**config.mk**
```make
export PLATFORM = sky130hd
export DESIGN_NAME = hello_extension_validator
export DESIGN_NICKNAME = d
export VERILOG_FILES = /design/src/rtl/hev_pkg.sv /design/src/rtl/hev_parser.sv /design/src/rtl/hev_out_reg.sv /design/src/rtl/hello_extension_validator.sv
export SDC_FILE = /design/constraint.sdc
export NUM_CORES = 1
export LEC_CHECK = 0
export BUFFER_PORTS_ARGS = -buffer_cell sky130_fd_sc_hd__buf_2
export CORE_MARGIN = 4
export CORE_UTILIZATION = 50
export DETAILED_ROUTE_END_ITERATION = 10
export PLACE_DENSITY = 0.66
export SETUP_SLACK_MARGIN = 0.02
export SLEW_MARGIN = 15
export SYNTH_ARGS = -nofsm -noshare
export SYNTH_HDL_FRONTEND = slang
export SYNTH_SLANG_ARGS = --single-unit
```
**constraint.sdc**
```tcl
create_clock -name clk -period 19.1 [get_ports clk]
set_clock_uncertainty 0.05 [all_clocks]
set_input_delay 1.91 -clock clk [delete_from_list [all_inputs] [get_ports clk]]
set_output_delay 1.91 -clock clk [all_outputs]
set_load 0.02 [all_outputs]
```
**src/rtl/hev_pkg.sv**
```systemverilog
`default_nettype none

package hev_pkg;

  // Extension type codes
  localparam logic [15:0] EXT_SUPPORTED_GROUPS = 16'd10;
  localparam logic [15:0] EXT_POINT_FORMATS    = 16'd11;
  localparam logic [15:0] EXT_SUPPORTED_VERS   = 16'd43;
  localparam logic [15:0] EXT_PSK_MODES        = 16'd45;
  localparam logic [15:0] EXT_KEY_SHARE        = 16'd51;

  // Named groups
  localparam logic [15:0] GROUP_SECP256R1 = 16'd23;
  localparam logic [15:0] GROUP_X25519    = 16'd29;

  localparam logic [7:0] PF_UNCOMPRESSED  = 8'd0;
  localparam logic [7:0] POINT_UNCOMP_TAG = 8'd4;
  localparam logic [7:0] TLS13_VER_HI     = 8'd3;
  localparam logic [7:0] TLS13_VER_LO     = 8'd4;

  // Chosen key share codes
  localparam logic [1:0] KG_NONE      = 2'd0;
  localparam logic [1:0] KG_SECP256R1 = 2'd1;
  localparam logic [1:0] KG_X25519    = 2'd2;

  // Check flag bit positions
  localparam int FLAG_GROUP     = 0;
  localparam int FLAG_POINT_FMT = 1;
  localparam int FLAG_VERSION   = 2;
  localparam int FLAG_PSK       = 3;
  localparam int FLAG_KEY_SHARE = 4;
  localparam int NUM_FLAGS      = 5;

  localparam int POS_W    = 17;
  localparam int OUT_DATA_W = 16;

  typedef struct packed {
    logic       valid;
    logic       accept;
    logic       group_ok;
    logic       point_format_ok;
    logic       version_ok;
    logic       psk_mode_seen;
    logic       key_share_ok;
    logic [1:0] key_group;
    logic       truncated;
  } verdict_t;

endpackage

`default_nettype wire

```
**src/rtl/hev_parser.sv**
```systemverilog
`default_nettype none

module hev_parser (
  input  wire logic              clk,
  input  wire logic              rst_n,
  input  wire logic              step,
  input  wire logic [7:0]        ext_byte,
  input  wire logic              start_req,
  input  wire logic              record_end,
  output hev_pkg::verdict_t      verdict
);

  logic [hev_pkg::POS_W-1:0]     block_pos_r, block_pos_nxt;
  logic [hev_pkg::POS_W-1:0]     block_len_r, block_len_nxt;
  logic [15:0]                   cur_type_r, cur_type_nxt;
  logic [15:0]                   cur_len_r, cur_len_nxt;
  logic [hev_pkg::POS_W-1:0]     cur_pos_r, cur_pos_nxt;
  logic [7:0]                    held_byte_r, held_byte_nxt;
  logic [hev_pkg::NUM_FLAGS-1:0] check_flags_r, check_flags_nxt;
  logic [hev_pkg::POS_W-1:0]     share_pos_r, share_pos_nxt;
  logic [15:0]                   share_group_r, share_group_nxt;
  logic [15:0]                   share_len_r, share_len_nxt;
  logic [1:0]                    chosen_group_r, chosen_group_nxt;
  logic                          active_r, active_nxt;
  logic                          last_byte;

  always_comb begin : next_state
    logic [hev_pkg::POS_W-1:0] k;
    logic [hev_pkg::POS_W-1:0] p;
    block_pos_nxt    = block_pos_r;
    block_len_nxt    = block_len_r;
    cur_type_nxt     = cur_type_r;
    cur_len_nxt      = cur_len_r;
    cur_pos_nxt      = cur_pos_r;
    held_byte_nxt    = held_byte_r;
    check_flags_nxt  = check_flags_r;
    share_pos_nxt    = share_pos_r;
    share_group_nxt  = share_group_r;
    share_len_nxt    = share_len_r;
    chosen_group_nxt = chosen_group_r;
    active_nxt       = active_r;
    last_byte        = 1'b0;
    verdict          = '0;
    k                = '0;
    p                = '0;

    if (step && start_req) begin
      block_pos_nxt    = '0;
      block_len_nxt    = '0;
      cur_type_nxt     = '0;
      cur_len_nxt      = '0;
      cur_pos_nxt      = '0;
      held_byte_nxt    = '0;
      check_flags_nxt  = '0;
      share_pos_nxt    = '0;
      share_group_nxt  = '0;
      share_len_nxt    = '0;
      chosen_group_nxt = hev_pkg::KG_NONE;
      active_nxt       = 1'b1;
    end

    if (step && active_nxt) begin
      if (block_pos_nxt == '0) begin
        held_byte_nxt = ext_byte;
      end else if (block_pos_nxt == hev_pkg::POS_W'(1)) begin
        block_len_nxt = {1'b0, held_byte_nxt, ext_byte} + hev_pkg::POS_W'(2);
      end else begin
        // one byte of the extension walk
        k = cur_pos_nxt - hev_pkg::POS_W'(4);
        if (cur_pos_nxt == '0) begin
          held_byte_nxt = ext_byte;
        end else if (cur_pos_nxt == hev_pkg::POS_W'(1)) begin
          cur_type_nxt = {held_byte_nxt, ext_byte};
        end else if (cur_pos_nxt == hev_pkg::POS_W'(2)) begin
          held_byte_nxt = ext_byte;
        end else if (cur_pos_nxt == hev_pkg::POS_W'(3)) begin
          cur_len_nxt = {held_byte_nxt, ext_byte};
          unique case (cur_type_nxt)
            hev_pkg::EXT_SUPPORTED_GROUPS: check_flags_nxt[hev_pkg::FLAG_GROUP] = 1'b0;
            hev_pkg::EXT_POINT_FORMATS:    check_flags_nxt[hev_pkg::FLAG_POINT_FMT] = 1'b0;
            hev_pkg::EXT_SUPPORTED_VERS:   check_flags_nxt[hev_pkg::FLAG_VERSION] = 1'b0;
            hev_pkg::EXT_PSK_MODES:        check_flags_nxt[hev_pkg::FLAG_PSK] = 1'b1;
            hev_pkg::EXT_KEY_SHARE: begin
              check_flags_nxt[hev_pkg::FLAG_KEY_SHARE] = 1'b0;
              chosen_group_nxt = hev_pkg::KG_NONE;
              share_pos_nxt    = '0;
            end
            default: ;
          endcase
        end else begin
          unique case (cur_type_nxt)
            hev_pkg::EXT_SUPPORTED_GROUPS: begin
              if (k >= hev_pkg::POS_W'(2)) begin
                if (!k[0]) begin
                  held_byte_nxt = ext_byte;
                end else if (held_byte_nxt == 8'd0 &&
                             ext_byte == hev_pkg::GROUP_SECP256R1[7:0]) begin
                  check_flags_nxt[hev_pkg::FLAG_GROUP] = 1'b1;
                end
              end
            end
            hev_pkg::EXT_POINT_FORMATS: begin
              if (k >= hev_pkg::POS_W'(1) && ext_byte == hev_pkg::PF_UNCOMPRESSED) begin
                check_flags_nxt[hev_pkg::FLAG_POINT_FMT] = 1'b1;
              end
            end
            hev_pkg::EXT_SUPPORTED_VERS: begin
              if (k >= hev_pkg::POS_W'(1)) begin
                if (k[0]) begin
                  held_byte_nxt = ext_byte;
                end else if (held_byte_nxt == hev_pkg::TLS13_VER_HI &&
                             ext_byte == hev_pkg::TLS13_VER_LO) begin
                  check_flags_nxt[hev_pkg::FLAG_VERSION] = 1'b1;
                end
              end
            end
            hev_pkg::EXT_KEY_SHARE: begin
              // walk entries after the 2-byte list length until one is acceptable
              if (k >= hev_pkg::POS_W'(2) && !check_flags_nxt[hev_pkg::FLAG_KEY_SHARE]) begin
                p = share_pos_nxt;
                if (p == '0) begin
                  held_byte_nxt = ext_byte;
                end else if (p == hev_pkg::POS_W'(1)) begin
                  share_group_nxt = {held_byte_nxt, ext_byte};
                  if (share_group_nxt == hev_pkg::GROUP_X25519) begin
                    check_flags_nxt[hev_pkg::FLAG_KEY_SHARE] = 1'b1;
                    chosen_group_nxt = hev_pkg::KG_X25519;
                  end
                end else if (p == hev_pkg::POS_W'(2)) begin
                  held_byte_nxt = ext_byte;
                end else if (p == hev_pkg::POS_W'(3)) begin
                  share_len_nxt = {held_byte_nxt, ext_byte};
                end else if (p == hev_pkg::POS_W'(4) &&
                             share_group_nxt == hev_pkg::GROUP_SECP256R1 &&
                             ext_byte == hev_pkg::POINT_UNCOMP_TAG) begin
                  check_flags_nxt[hev_pkg::FLAG_KEY_SHARE] = 1'b1;
                  chosen_group_nxt = hev_pkg::KG_SECP256R1;
                end
                if (p >= hev_pkg::POS_W'(3) &&
                    p == {1'b0, share_len_nxt} + hev_pkg::POS_W'(3)) begin
                  share_pos_nxt = '0;
                end else begin
                  share_pos_nxt = p + hev_pkg::POS_W'(1);
                end
              end
            end
            default: ;
          endcase
        end

        if (cur_pos_nxt >= hev_pkg::POS_W'(3) &&
            cur_pos_nxt == {1'b0, cur_len_nxt} + hev_pkg::POS_W'(3)) begin
          cur_pos_nxt = '0;
        end else begin
          cur_pos_nxt = cur_pos_nxt + hev_pkg::POS_W'(1);
        end
      end

      last_byte = (block_pos_nxt != '0) &&
                  ({1'b0, block_pos_nxt} + (hev_pkg::POS_W + 1)'(1) == {1'b0, block_len_nxt});
      block_pos_nxt = block_pos_nxt + hev_pkg::POS_W'(1);

      if (last_byte || record_end) begin
        verdict.valid           = 1'b1;
        verdict.truncated       = !last_byte;
        verdict.accept          = last_byte && (&check_flags_nxt);
        verdict.group_ok        = check_flags_nxt[hev_pkg::FLAG_GROUP];
        verdict.point_format_ok = check_flags_nxt[hev_pkg::FLAG_POINT_FMT];
        verdict.version_ok      = check_flags_nxt[hev_pkg::FLAG_VERSION];
        verdict.psk_mode_seen   = check_flags_nxt[hev_pkg::FLAG_PSK];
        verdict.key_share_ok    = check_flags_nxt[hev_pkg::FLAG_KEY_SHARE];
        verdict.key_group       = chosen_group_nxt;
        active_nxt              = 1'b0;
      end
    end
  end

  always_ff @(posedge clk) begin
    if (!rst_n) begin
      block_pos_r    <= '0;
      block_len_r    <= '0;
      cur_type_r     <= '0;
      cur_len_r      <= '0;
      cur_pos_r      <= '0;
      held_byte_r    <= '0;
      check_flags_r  <= '0;
      share_pos_r    <= '0;
      share_group_r  <= '0;
      share_len_r    <= '0;
      chosen_group_r <= hev_pkg::KG_NONE;
      active_r       <= 1'b0;
    end else begin
      block_pos_r    <= block_pos_nxt;
      block_len_r    <= block_len_nxt;
      cur_type_r     <= cur_type_nxt;
      cur_len_r      <= cur_len_nxt;
      cur_pos_r      <= cur_pos_nxt;
      held_byte_r    <= held_byte_nxt;
      check_flags_r  <= check_flags_nxt;
      share_pos_r    <= share_pos_nxt;
      share_group_r  <= share_group_nxt;
      share_len_r    <= share_len_nxt;
      chosen_group_r <= chosen_group_nxt;
      active_r       <= active_nxt;
    end
  end

  // a verdict always closes the block
  a_verdict_idles: assert property (@(posedge clk) disable iff (!rst_n)
    verdict.valid |=> !active_r)
    else $error("block still active after verdict");

  a_trunc_no_accept: assert property (@(posedge clk) disable iff (!rst_n)
    verdict.valid && verdict.truncated |-> !verdict.accept)
    else $error("truncated verdict marked accepted");

  a_start_opens: assert property (@(posedge clk) disable iff (!rst_n)
    step && start_req && !verdict.valid |=> active_r && block_pos_r == hev_pkg::POS_W'(1))
    else $error("start request did not open a block");

  a_keygroup_flag: assert property (@(posedge clk) disable iff (!rst_n)
    (chosen_group_r != hev_pkg::KG_NONE) == check_flags_r[hev_pkg::FLAG_KEY_SHARE])
    else $error("chosen group and key share flag disagree");

endmodule

`default_nettype wire

```
**src/rtl/hev_out_reg.sv**
```systemverilog
`default_nettype none

module hev_out_reg (
  input  wire logic                              clk,
  input  wire logic                              rst_n,
  input  wire logic                              step,
  input  wire hev_pkg::verdict_t                 verdict,
  output logic                                   in_ready,
  output logic                                   out_tvalid,
  input  wire logic                              out_tready,
  output logic [hev_pkg::OUT_DATA_W-1:0]         out_tdata
);

  logic                              out_valid_r;
  logic [hev_pkg::OUT_DATA_W-1:0]    data_r, data_nxt;
  logic                              load;

  // free when empty or when the held verdict leaves this cycle
  assign in_ready = !out_valid_r || out_tready;
  assign load     = step && verdict.valid;

  assign data_nxt = {7'd0, verdict.truncated, verdict.key_group, verdict.key_share_ok,
                     verdict.psk_mode_seen, verdict.version_ok, verdict.point_format_ok,
                     verdict.group_ok, verdict.accept};

  always_ff @(posedge clk) begin
    if (!rst_n) begin
      out_valid_r <= 1'b0;
    end else if (load) begin
      out_valid_r <= 1'b1;
    end else if (out_tready) begin
      out_valid_r <= 1'b0;
    end
  end

  always_ff @(posedge clk) begin
    if (load) begin
      data_r <= data_nxt;
    end
  end

  assign out_tvalid = out_valid_r;
  assign out_tdata  = data_r;

  a_load_only_free: assert property (@(posedge clk) disable iff (!rst_n)
    load |-> in_ready)
    else $error("verdict loaded over a waiting one");

  a_load_shows: assert property (@(posedge clk) disable iff (!rst_n)
    load |=> out_valid_r && out_tdata == $past(data_nxt))
    else $error("loaded verdict not presented");

endmodule

`default_nettype wire

```
**src/rtl/hello_extension_validator.sv**
```systemverilog
`default_nettype none

// Checks the extensions block of a TLS 1.3 ClientHello, one byte per input
// request (length field first, tuser marking the first byte, tlast the last
// byte of the record), and emits one verdict per block: the five check
// flags, the chosen key share group and a truncation mark. A byte is taken
// every cycle unless stalled; each byte updates the parser state in a single
// registered step; the verdict is registered in the cycle after its last
// byte. Input stalls only while a finished verdict waits for out_tready.
module hello_extension_validator (
  input  wire logic                        clk,
  input  wire logic                        rst_n,
  input  wire logic                        in_tvalid,
  output logic                             in_tready,
  input  wire logic [7:0]                  in_tdata,  // [7:0] ext_byte
  input  wire logic                        in_tuser,  // [0] start_req
  input  wire logic                        in_tlast,  // record_end
  output logic                             out_tvalid,
  input  wire logic                        out_tready,
  // [0] accept, [1] group_ok, [2] point_format_ok, [3] version_ok,
  // [4] psk_mode_seen, [5] key_share_ok, [7:6] key_group, [8] truncated
  output logic [hev_pkg::OUT_DATA_W-1:0]   out_tdata
);

  hev_pkg::verdict_t verdict;
  logic              step;

  assign step = in_tvalid && in_tready;

  hev_parser u_parser (
    .clk        (clk),
    .rst_n      (rst_n),
    .step       (step),
    .ext_byte   (in_tdata),
    .start_req  (in_tuser),
    .record_end (in_tlast),
    .verdict    (verdict)
  );

  hev_out_reg u_out_reg (
    .clk        (clk),
    .rst_n      (rst_n),
    .step       (step),
    .verdict    (verdict),
    .in_ready   (in_tready),
    .out_tvalid (out_tvalid),
    .out_tready (out_tready),
    .out_tdata  (out_tdata)
  );

endmodule

`default_nettype wire

```
Word-level counts from Yosys, hierarchy flattened
Index checks and enable logic that the tools add are counted.
{ "totals": {"memories": 0, "rom_bits": 0, "ramBits": 0, "register_bits": 158, "latch_bits": 0, "input_bits": 14} }
{ "op_classes": {"bitwise_logic": 0, "n_mul": 0, "addsub": 8, "n_reduce_logical": 28, "shifts": 0, "n_mux": 151, "eq_ne": 21, "n_lt_le_gt_ge": 4, "div": 0} }
{ "op_table": {"columns": ["op", "count"], "rows": [
  ["2-to-1 mux 16 bit", 52],
  ["2-to-1 mux 17 bit", 24],
  ["2-to-1 mux 8 bit", 16],
  ["equality test 17 x 2 -> 1 bit (second input constant)", 4],
  ["adder 16 x 2 -> 17 bit (second input constant)", 3],
  ["adder 17 x 1 -> 17 bit (second input constant)", 3],
  ["equality test 17 x 1 -> 1 bit (second input constant)", 3],
  [">= comparator 17 x 2 -> 1 bit (second input constant)", 3],
  ["logical NOT 17 bit", 3],
  ["equality test 16 x 6 -> 1 bit (second input constant)", 3],
  ["2-to-1 mux 5 bit", 8],
  ["equality test 17 bit", 2],
  ["2-to-1 mux 2 bit", 17],
  ["equality test 16 x 4 -> 1 bit (second input constant)", 2],
  ["equality test 16 x 5 -> 1 bit (second input constant)", 2],
  ["2-to-1 mux 1 bit", 30],
  ["case mux 8 bit (3 select lines)", 1],
  ["2-to-1 mux 10 bit", 2],
  ["adder 17 x 1 -> 18 bit (second input constant)", 1],
  ["equality test 18 x 17 -> 1 bit", 1],
  ["equality test 17 x 3 -> 1 bit (second input constant)", 1],
  [">= comparator 17 x 1 -> 1 bit (second input constant)", 1],
  ["nonzero test 17 bit", 1],
  ["subtractor 17 x 3 -> 17 bit (second input constant)", 1],
  ["other kinds (11)", 28]
]} }

Longest topological paths before layout
Gate-level depths: netlist of the first run.
{ "logic_depth": {"ltp_word": 32, "depth_mapped": 32} }

Cells and area by module
Synthesis of the first run repeated with hierarchy kept, for this count alone.
{ "unflattened": {"cells_unflattened": 1678, "area_unflattened_um2": 12182.9} }
{ "modules_own_cells": {"columns": ["mod", "area_per_inst_um2", "seq_area_each_um2", "cells_per_inst", "instances"], "rows": [
  ["hev_parser", 11797.6, 2962.8, 1655, 1],
  ["hev_out_reg", 379.1, 290.3, 22, 1],
  ["hello_extension_validator", 6.3, 0.0, 1, 1]
]} }

Worst setup path after synthesis of the first run
No wires, ideal clock.
{ "synth_path": {"kind": "input-to-reg", "startpoint": "input port out_tready", "endpoint": "register u_parser.share_pos_r[15] (netlist name)", "t_arrival_ns": 7.917, "setup_ns": 0.120, "setup_slack_ns": 11.013, "path_stages": 28, "required_ns": 18.930, "path_cell_list": "nor2b_2 -> inv_2 -> nand2_2 -> buf_4 -> buf_4 -> buf_2 -> buf_2 -> buf_2 -> buf_1 -> clkbuf_1 -> nand2_1 -> ha_1 -> or2_4 -> a2111o_1 -> nor3_4 -> buf_6 -> a21oi_1 -> ha_1 -> or3b_2 -> nor3_1 -> nand3_1 -> o21ai_0 -> xor2_1 -> a2111o_1 -> nor4_4 -> nor2_2 -> nor4b_1 -> o31a_1"} }
{ "synth_via": {"elab_chain_cells": 31, "elab_cells_between_ends": 56, "classes_between": "add/sub (3); order compare (2); eq/ne (9); mux (32); reduce/logical (10)"} }
{ "synth_lines": {"columns": ["element", "line", "text"], "rows": [
  ["start: declaration", "hello_extension_validator.sv:19", "input wire logic out_tready,"],
  ["logical OR 1 bit *", "hev_out_reg.sv:19", "assign in_ready = !out_valid_r || out_tready;"],
  ["via in_tready", "hello_extension_validator.sv:14", "output logic in_tready,"],
  ["logical AND 1 bit *", "hello_extension_validator.sv:28", "assign step = in_tvalid && in_tready;"],
  ["logical AND 1 bit", "hev_parser.sv:47", "if (step && start_req) begin"],
  ["2-to-1 mux 17 bit", "hev_parser.sv:47", null],
  ["equality test 17 x 2 -> 1 bit", "hev_parser.sv:131", "end else if (p == hev_pkg::POS_W'(3)) begin"],
  ["2-to-1 mux 16 bit", "hev_parser.sv:131", null],
  ["2-to-1 mux 16 bit", "hev_parser.sv:129", "end else if (p == hev_pkg::POS_W'(2)) begin"],
  ["[... 16 more ...]", null, null],
  ["2-to-1 mux 17 bit", "hev_parser.sv:91", "unique case (cur_type_nxt)"],
  ["2-to-1 mux 17 bit", "hev_parser.sv:76", "end else if (cur_pos_nxt == hev_pkg::POS_W'(3)) begin"],
  ["2-to-1 mux 17 bit", "hev_parser.sv:74", "end else if (cur_pos_nxt == hev_pkg::POS_W'(2)) begin"],
  ["2-to-1 mux 17 bit", "hev_parser.sv:72", "end else if (cur_pos_nxt == hev_pkg::POS_W'(1)) begin"],
  ["2-to-1 mux 17 bit", "hev_parser.sv:70", "if (cur_pos_nxt == '0) begin"],
  ["2-to-1 mux 17 bit", "hev_parser.sv:65", "end else if (block_pos_nxt == hev_pkg::POS_W'(1)) begin"],
  ["2-to-1 mux 17 bit", "hev_parser.sv:63", "if (block_pos_nxt == '0) begin"],
  ["2-to-1 mux 17 bit *", "hev_parser.sv:62", "if (step && active_nxt) begin"],
  ["end signal: assignment", "hev_parser.sv:200", "share_pos_r <= share_pos_nxt;"],
  ["end: declaration", "hev_parser.sv:20", "logic [hev_pkg::POS_W-1:0] share_pos_r, share_pos_nxt;"]
]} }
Mark *: on every way through the listed nets, which the timed path passes. The rest lies on a longest branch. The select of a mux whose other input is x is not followed.
A chain may end at the register's enable or synchronous reset.

Worst setup path in the final report of the first run
{ "layout_path": {"startpoint": "input port out_tready", "endpoint": "register u_parser.share_pos_r[15] (netlist name)"} }
{ "layout_via": {"elab_chain_cells": 31, "elab_cells_between_ends": 56, "classes_between": "add/sub (3); order compare (2); eq/ne (9); mux (32); reduce/logical (10)"} }
{ "layout_lines": {"columns": ["element", "line", "text"], "rows": [
  ["logical OR 1 bit *", "hev_out_reg.sv:19", null],
  ["logical AND 1 bit *", "hello_extension_validator.sv:28", null],
  ["logical AND 1 bit", "hev_parser.sv:47", null],
  ["2-to-1 mux 17 bit", "hev_parser.sv:47", null],
  ["equality test 17 x 2 -> 1 bit", "hev_parser.sv:131", null],
  ["2-to-1 mux 16 bit", "hev_parser.sv:131", null],
  ["2-to-1 mux 16 bit", "hev_parser.sv:129", null],
  ["2-to-1 mux 16 bit", "hev_parser.sv:123", "end else if (p == hev_pkg::POS_W'(1)) begin"],
  ["[... 15 more ...]", null, null],
  ["2-to-1 mux 17 bit", "hev_parser.sv:91", null],
  ["2-to-1 mux 17 bit", "hev_parser.sv:76", null],
  ["2-to-1 mux 17 bit", "hev_parser.sv:74", null],
  ["2-to-1 mux 17 bit", "hev_parser.sv:72", null],
  ["2-to-1 mux 17 bit", "hev_parser.sv:70", null],
  ["2-to-1 mux 17 bit", "hev_parser.sv:65", null],
  ["2-to-1 mux 17 bit", "hev_parser.sv:63", null],
  ["2-to-1 mux 17 bit *", "hev_parser.sv:62", null]
]} }
Every way passes the cells marked *; elsewhere a longest branch is shown, timed or not. The select of a mux whose other input is x is not followed.

==> results.json, run 1 <==
{
  "dr.pass1.iters": 8,
  "die_y_um": 165,
  "power_frac_seq_pct": 42.9,
  "finalHoldViolations": 0,
  "gp_congestion": 1.04,
  "syn_avg_cell_area_um2": 7.22,
  "synth_cell_types": 98,
  "setup_viol": 0,
  "drt-total-wl_um": 45700,
  "dieArea_mm2": 0.0272,
  "wl_per_cell_um": 23.1,
  "pre_cts_slack_ps": 10690,
  "tightestPinTransition_ps": 1050,
  "cts_resized": 0,
  "rows": 57,
  "setup-tns-final_ps": 0,
  "nets": 1671,
  "ys_ff_latch": 158,
  "swShare_pct": 32.2,
  "h-tree-depth": 4,
  "combPwrFrac_pct": 11.3,
  "finalMaxSlewViolations": 0,
  "yosys_warnings": 0,
  "antenna_found_initial": 0,
  "grt_pass1_wl_um": 70700,
  "outcome": "finished, final reports clean",
  "min_period_ps": 8110,
  "areaGrowthSynthToFinish_pct": 6.04,
  "vdd_ir_drop_max_v": 0.0000493,
  "via_per_inst": 6.68,
  "maxSlewHeadroom_pct": 29.4,
  "endpoint_kind": "flip-flop",
  "die_width_um": 165,
  "powerDensity_mw_per_mm2": 60.8,
  "drive_above_1_share_pct": 8.16,
  "r2r_setup_slack_ps": 12210,
  "start_util_pct": 50.7,
  "grt_pass1_vias": 12093,
  "grt_max_degree": 70,
  "period_share_pct": 42.5,
  "netlist_instances": 1703,
  "io_buffers": 24,
  "cp_max_fo": 37,
  "synth_area_mm2": 0.0123,
  "cts.sinks": 158,
  "cts_setup_buffers": 0,
  "p_int_uw": 537,
  "ys_seq_area_share_pct": 26.5,
  "clockPowerShare_pct": 45.8,
  "synthFlopType": "dfxtp_1",
  "grt_overflow": 0,
  "core_mm2": 0.0242,
  "maxCapViolations": 0,
  "arrival_ps": 8410,
  "hp-class": "reg -> reg",
  "cts_tree": "yes",
  "diodes": 0,
  "root_buffer": "clkbuf_16",
  "fmax_mhz": 123,
  "cts_inserted_buffers": 17,
  "grt_use_total_pct": 33.4,
  "crit_required_ps": 19400,
  "drc": 0,
  "hpwl_um": 31800,
  "criticalPathCategory": "in -> reg",
  "p_sw_uw": 256,
  "rsz0062_at_grt": "false",
  "ctsLongestPathBuffers": 2,
  "dr_total_vias": 13216,
  "cp-start-kind": "input pin",
  "whs_ps": 403,
  "clkSlewWorstSetupHoldPaths_ps": 80,
  "synth_edf_count": 9,
  "async_flop_share_pct": 0,
  "drt_iter0_drc": 1722,
  "ant_nets": 0,
  "ctsHoldBuffers": 0,
  "worstSkewPairLatency_ps": 460,
  "setup_ws_ps": 10990,
  "leakagePower_nw": 4.21,
  "io_pins": 32
}
[state kept, by name, summed over array words and instances (netlist names)]
signal / cells
u_parser.held_byte_r: 8
u_parser.share_group_r: 16
u_parser.block_len_r: 17
u_parser.cur_type_r: 16
u_parser.chosen_group_r: 2
u_out_reg.out_tdata: 9
u_out_reg.out_tvalid: 1
u_parser.share_len_r: 16
u_parser.block_pos_r: 17
u_parser.cur_len_r: 16
u_parser.cur_pos_r: 17
u_parser.check_flags_r: 5
u_parser.active_r: 1
u_parser.share_pos_r: 17
[through the flow]
stage | instances | power, mW | util (%) | instance area [µm²]
after floorplan | 1709 | 0.403 | - | 12300
after global placement | 1946 | 0.433 | 51.1 | 12400
after detailed placement | 1946 | 0.433 | 51.1 | 12400
after CTS | 1978 | 0.791 | 53.8 | 13000
after global routing | 1978 | 0.814 | 53.8 | 13000
final | 1978 | 0.793 | 53.8 | 13000
[power groups by stage]
| stage | Sequential (mW) | Clock (mW) | Combinational [mW] |
|---|---|---|---|
| after CTS | 0.340 | 0.365 | 0.0862 |
| after floorplan | 0.346 | 0 | 0.0570 |
| after detailed placement | 0.348 | 0 | 0.0858 |
| final | 0.340 | 0.363 | 0.0894 |
| after global routing | 0.340 | 0.380 | 0.0940 |
| after global placement | 0.348 | 0 | 0.0856 |
[final cells by class]
class                           count  area, µm²
Multi-Input combinational cell   1380       8320
Inverter                           38        143
Sequential cell                   158       3250
Fill cell                        2405      11200
Tap cell                          324        405
Clock buffer                       17        425
Clock inverter                     15        209
Timing Repair Buffer               46        285
[worst max-delay path, cell delays in order]
cell and delay, ps:
buf_2 100, nor2b_2 570, inv_2 260, nand2_4 430, nand2_1 190, ha_1 230
or2_4 250, a2111o_1 540, nor3_4 610, a21oi_1 200, ha_1 290, or3b_2 530
nor3_1 270, nand3_1 100, o21ai_0 210, xor2_1 100, a2111o_1 490, nor4_4 370
nor2_2 200, nor4b_1 230, o31a_1 310
[Yosys cell counts (8+ instances only)]
cell type,number,share of area [%]
a211oi_1,25,1.5
a21oi_1,151,6.1
a22oi_1,8,0.49
a31oi_1,24,1.2
and2_1,17,0.87
and3_1,19,0.97
and4_1,14,1.0
buf_1,13,0.40
buf_2,28,1.1
buf_4,11,0.67
clkbuf_1,75,2.3
dfxtp_1,149,24
edfxtp_1,9,2.2
ha_1,16,1.6
inv_1,36,1.1
mux2i_1,24,2.0
nand2_1,234,7.1
nand2b_1,11,0.56
nand3_1,98,4.0
nand4_1,41,2.1
nor2_1,179,5.5
nor2b_1,8,0.41
nor3_1,50,2.0
nor4_1,27,1.4
nor4b_1,11,0.78
o211ai_1,16,0.98
o21ai_0,74,3.0
o21ai_1,8,0.33
o221ai_1,8,0.57
o22ai_1,9,0.46
o2bb2ai_1,8,0.57
o31ai_1,14,0.85
or3_1,16,0.81
or4_1,12,0.73
xnor2_1,67,4.8
xor2_1,32,2.3
[routing by layer]
metal | wire length (µm) | share of wire (%) | up-vias | global-route usage (%)
li1 | - | - | 6096 | -
met1 | 19000 | 42 | 6221 | 44.9
met2 | 20100 | 44 | 743 | 52.0
met3 | 4500 | 9.9 | 156 | 7.26
met4 | 2050 | 4.5 | 0 | 13.3
met5 | 0 | 0 | - | 0
[final timing paths]
kind | from | endpoint | cells after the start
worst max-delay path | out_tready | u_parser.share_pos_r[15] | 21
worst min-delay path | u_parser.block_len_r[16] | u_parser.block_len_r[16] | 2
worst max register to register | u_out_reg.out_tvalid | u_parser.share_pos_r[15] | 20
worst min register to register | u_parser.block_len_r[16] | u_parser.block_len_r[16] | 2
[cells by family (layout without fill, tap and decap cells)]
logic type	Yosys count	in the layout	share of synthesized area, %
compound gates	442	442	23.8
xor+xnor	99	99	7.05
fa+ha+maj	16	16	1.63
buf+inv	171	116	6.21
flops	158	158	26.5
mux	29	29	2.50
other cells	1	7	0.0305
simple gates	787	787	32.3
[placed cells by master, fill, tap and decap left out, types with 11 or more instances in the layout]
master and count:
and3_1 19, nand2b_1 11, xnor2_1 67, nor4_1 27, and2_1 17, dfxtp_1 149, nor4b_1 11, nor3_1 50
nand3_1 98, mux2i_1 24, or4_1 12, buf_4 22, a31oi_1 24, a21oi_1 151, nor2_1 178, clkbuf_16 17
inv_1 35, o21ai_0 74, or3_1 16, o211ai_1 16, a211oi_1 25, and4_1 14, buf_2 24, ha_1 16
o31ai_1 14, xor2_1 32, nand2_1 233, nand4_1 41
Note: power is estimated with default switching activity, not from simulation.
==> run 2, diff against run 1 <==
--- a/config.mk
+++ b/config.mk
@@ -9,7 +9,7 @@
 export CORE_MARGIN = 4
 export CORE_UTILIZATION = 50
 export DETAILED_ROUTE_END_ITERATION = 10
-export PLACE_DENSITY = 0.66
+export PLACE_DENSITY = 0.69
 export SETUP_SLACK_MARGIN = 0.02
 export SLEW_MARGIN = 15
 export SYNTH_ARGS = -nofsm -noshare
==> constraint.sdc (replaced) <==
create_clock -name clk -period 7.3 [get_ports clk]
set_clock_uncertainty 0.05 [all_clocks]
set_input_delay 0.73 -clock clk [delete_from_list [all_inputs] [get_ports clk]]
set_output_delay 0.73 -clock clk [all_outputs]
set_load 0.02 [all_outputs]
==> results.json, run 2 (synthesis results as in run 1) <==
{
  "powerDensity_mw_per_mm2": 158,
  "period_share_pct": 83.2,
  "min_period_ps": 6070,
  "hold-path-cell-count": 2,
  "finalMaxSlewViolations": 0,
  "diodes": 0,
  "cp_max_fo": 14,
  "drc": 0,
  "dr_total_vias": 13283,
  "setup_viol": 0,
  "die_y_um": 165,
  "hpwl_um": 30500,
  "rsz0062_at_grt": "false",
  "cp-start-kind": "flip-flop",
  "start_util_pct": 50.7,
  "worstSetupStartpoint": "u_out_reg.out_tvalid",
  "cts.sinks": 158,
  "dr.pass1.iters": 8,
  "gp_congestion": 1.02,
  "min-delay-start": "u_parser.block_len_r[9]",
  "leakagePower_nw": 4.23,
  "cts_tree": "yes",
  "criticalPathCategory": "reg -> reg",
  "arrival_ps": 6370,
  "finalHoldViolations": 0,
  "nets": 1676,
  "final_cell_mix": "233 x nand2_1, 178 x nor2_1, 151 x a21oi_1",
  "pre_cts_slack_ps": 892,
  "drt-total-wl_um": 44000,
  "dieArea_mm2": 0.0272,
  "antenna_found_initial": 0,
  "tightestPinTransition_ps": 1180,
  "setup_ws_ps": 1230,
  "ctsHoldBuffers": 0,
  "drive_above_1_share_pct": 8.44,
  "fmax_mhz": 165,
  "clkSlewWorstSetupHoldPaths_ps": 80,
  "wl_per_cell_um": 22.2,
  "h-tree-depth": 4,
  "whs_endpoint": "u_parser.block_len_r[9]",
  "vdd_ir_drop_max_v": 0.000135,
  "crit_required_ps": 7590,
  "ctsLongestPathBuffers": 2,
  "io_buffers": 24,
  "setup-tns-final_ps": 0,
  "rows": 57,
  "grt_max_degree": 135,
  "endpoint_kind": "flip-flop",
  "cts_inserted_buffers": 17,
  "drt_iter0_drc": 1600,
  "cts_setup_buffers": 0,
  "grt_overflow": 0,
  "areaGrowthSynthToFinish_pct": 6.30,
  "r2r-end": "u_parser.share_pos_r[15]",
  "r2r_setup_slack_ps": 1230,
  "die_width_um": 165,
  "rr_worst_depth": 22,
  "grt_use_total_pct": 32.3,
  "nFillCells": 2349,
  "r2r_start": "u_out_reg.out_tvalid",
  "final_common_cell": "nand2_1",
  "root_buffer": "clkbuf_16",
  "hp-class": "reg -> reg",
  "worstSkewPairLatency_ps": 440,
  "via_per_inst": 6.70,
  "maxCapViolations": 0,
  "ant_nets": 0,
  "maxSlewHeadroom_pct": 20.6,
  "grt_pass1_vias": 12229,
  "core_mm2": 0.0242,
  "grt_pass1_wl_um": 69300,
  "cts_resized": 0,
  "outcome": "finished, final reports clean",
  "io_pins": 32
}
## run 2: cell count changes in the layout (fill, tap and decap cells not counted), sizes merged
| cell | before | now |
|---|---|---|
| buf | 46 | 51 |
| clkinv | 11 | 7 |
| inv | 42 | 44 |
| bufinv | 0 | 1 |
| clkinvlp | 0 | 1 |
## run 2: worst max-delay path, cell delays in order (launching register included)
cell	delay, ps
dfxtp_1	310
nor2b_2	140
buf_4	180
inv_2	200
nand2_4	100
nand2_1	150
inv_1	70
ha_1	220
or2_4	280
a2111oi_4	460
nand3_2	400
mux2i_4	340
ha_1	300
or3b_2	530
nor3_1	260
nand3_1	100
o21ai_0	200
xor2_1	90
a2111o_1	470
nor4_4	370
nor2_2	190
nor4b_1	220
o31a_1	310
## run 2: layer usage
| metal | vias up | track usage (%) | routed length (µm) |
|---|---|---|---|
| met2 | 785 | 49.0 | 18900 |
| met1 | 6218 | 43.2 | 18000 |
| met5 | - | 0 | 0 |
| met4 | 0 | 16.0 | 2420 |
| li1 | 6087 | - | - |
| met3 | 193 | 7.31 | 4670 |
## run 2: area by class of cell
| class | instances | area (µm²) | area share [%] |
|---|---|---|---|
| multi-input cells | 1380 | 8320 | 63.6 |
| flip-flops and latches | 158 | 3250 | 24.9 |
| repair buffers | 51 | 335 | 2.57 |
| inverters | 38 | 143 | 1.09 |
| well taps | 324 | 405 | 3.10 |
| clock buffers | 17 | 425 | 3.26 |
| clock inverters | 15 | 191 | 1.46 |
## run 2: metrics by stage
| step | cells | cell area, µm² | util [%] | hold slack [ps] | power, mW |
|---|---|---|---|---|---|
| global route | 1983 | 13100 | 53.9 | 414 | 2.13 |
| floorplan | 1709 | 12300 | - | 377 | 1.05 |
| detailed placement | 1951 | 12500 | 51.4 | 395 | 1.13 |
| CTS | 1983 | 13100 | 53.9 | 405 | 2.07 |
| global placement | 1951 | 12500 | 51.4 | 388 | 1.13 |
| finish | 1983 | 13100 | 53.9 | 406 | 2.07 |
## run 2: worst max-delay path by stage
stage	to	depth (start not counted)
after floorplan	u_parser.share_pos_r[15]	28
after global placement	u_parser.share_pos_r[15]	23
after detailed placement	u_parser.share_pos_r[15]	23
after CTS	u_parser.share_pos_r[15]	22
after global routing	u_parser.share_pos_r[15]	22
final	u_parser.share_pos_r[15]	22
## run 2: report_power, final
part	switching [mW]	internal, mW	leakage, nW	total [mW]
clock	0.454	0.495	0.297	0.949
combinational	0.180	0.0581	2.65	0.238
sequential	0.00667	0.878	1.29	0.884
total	0.640	1.43	4.23	2.07
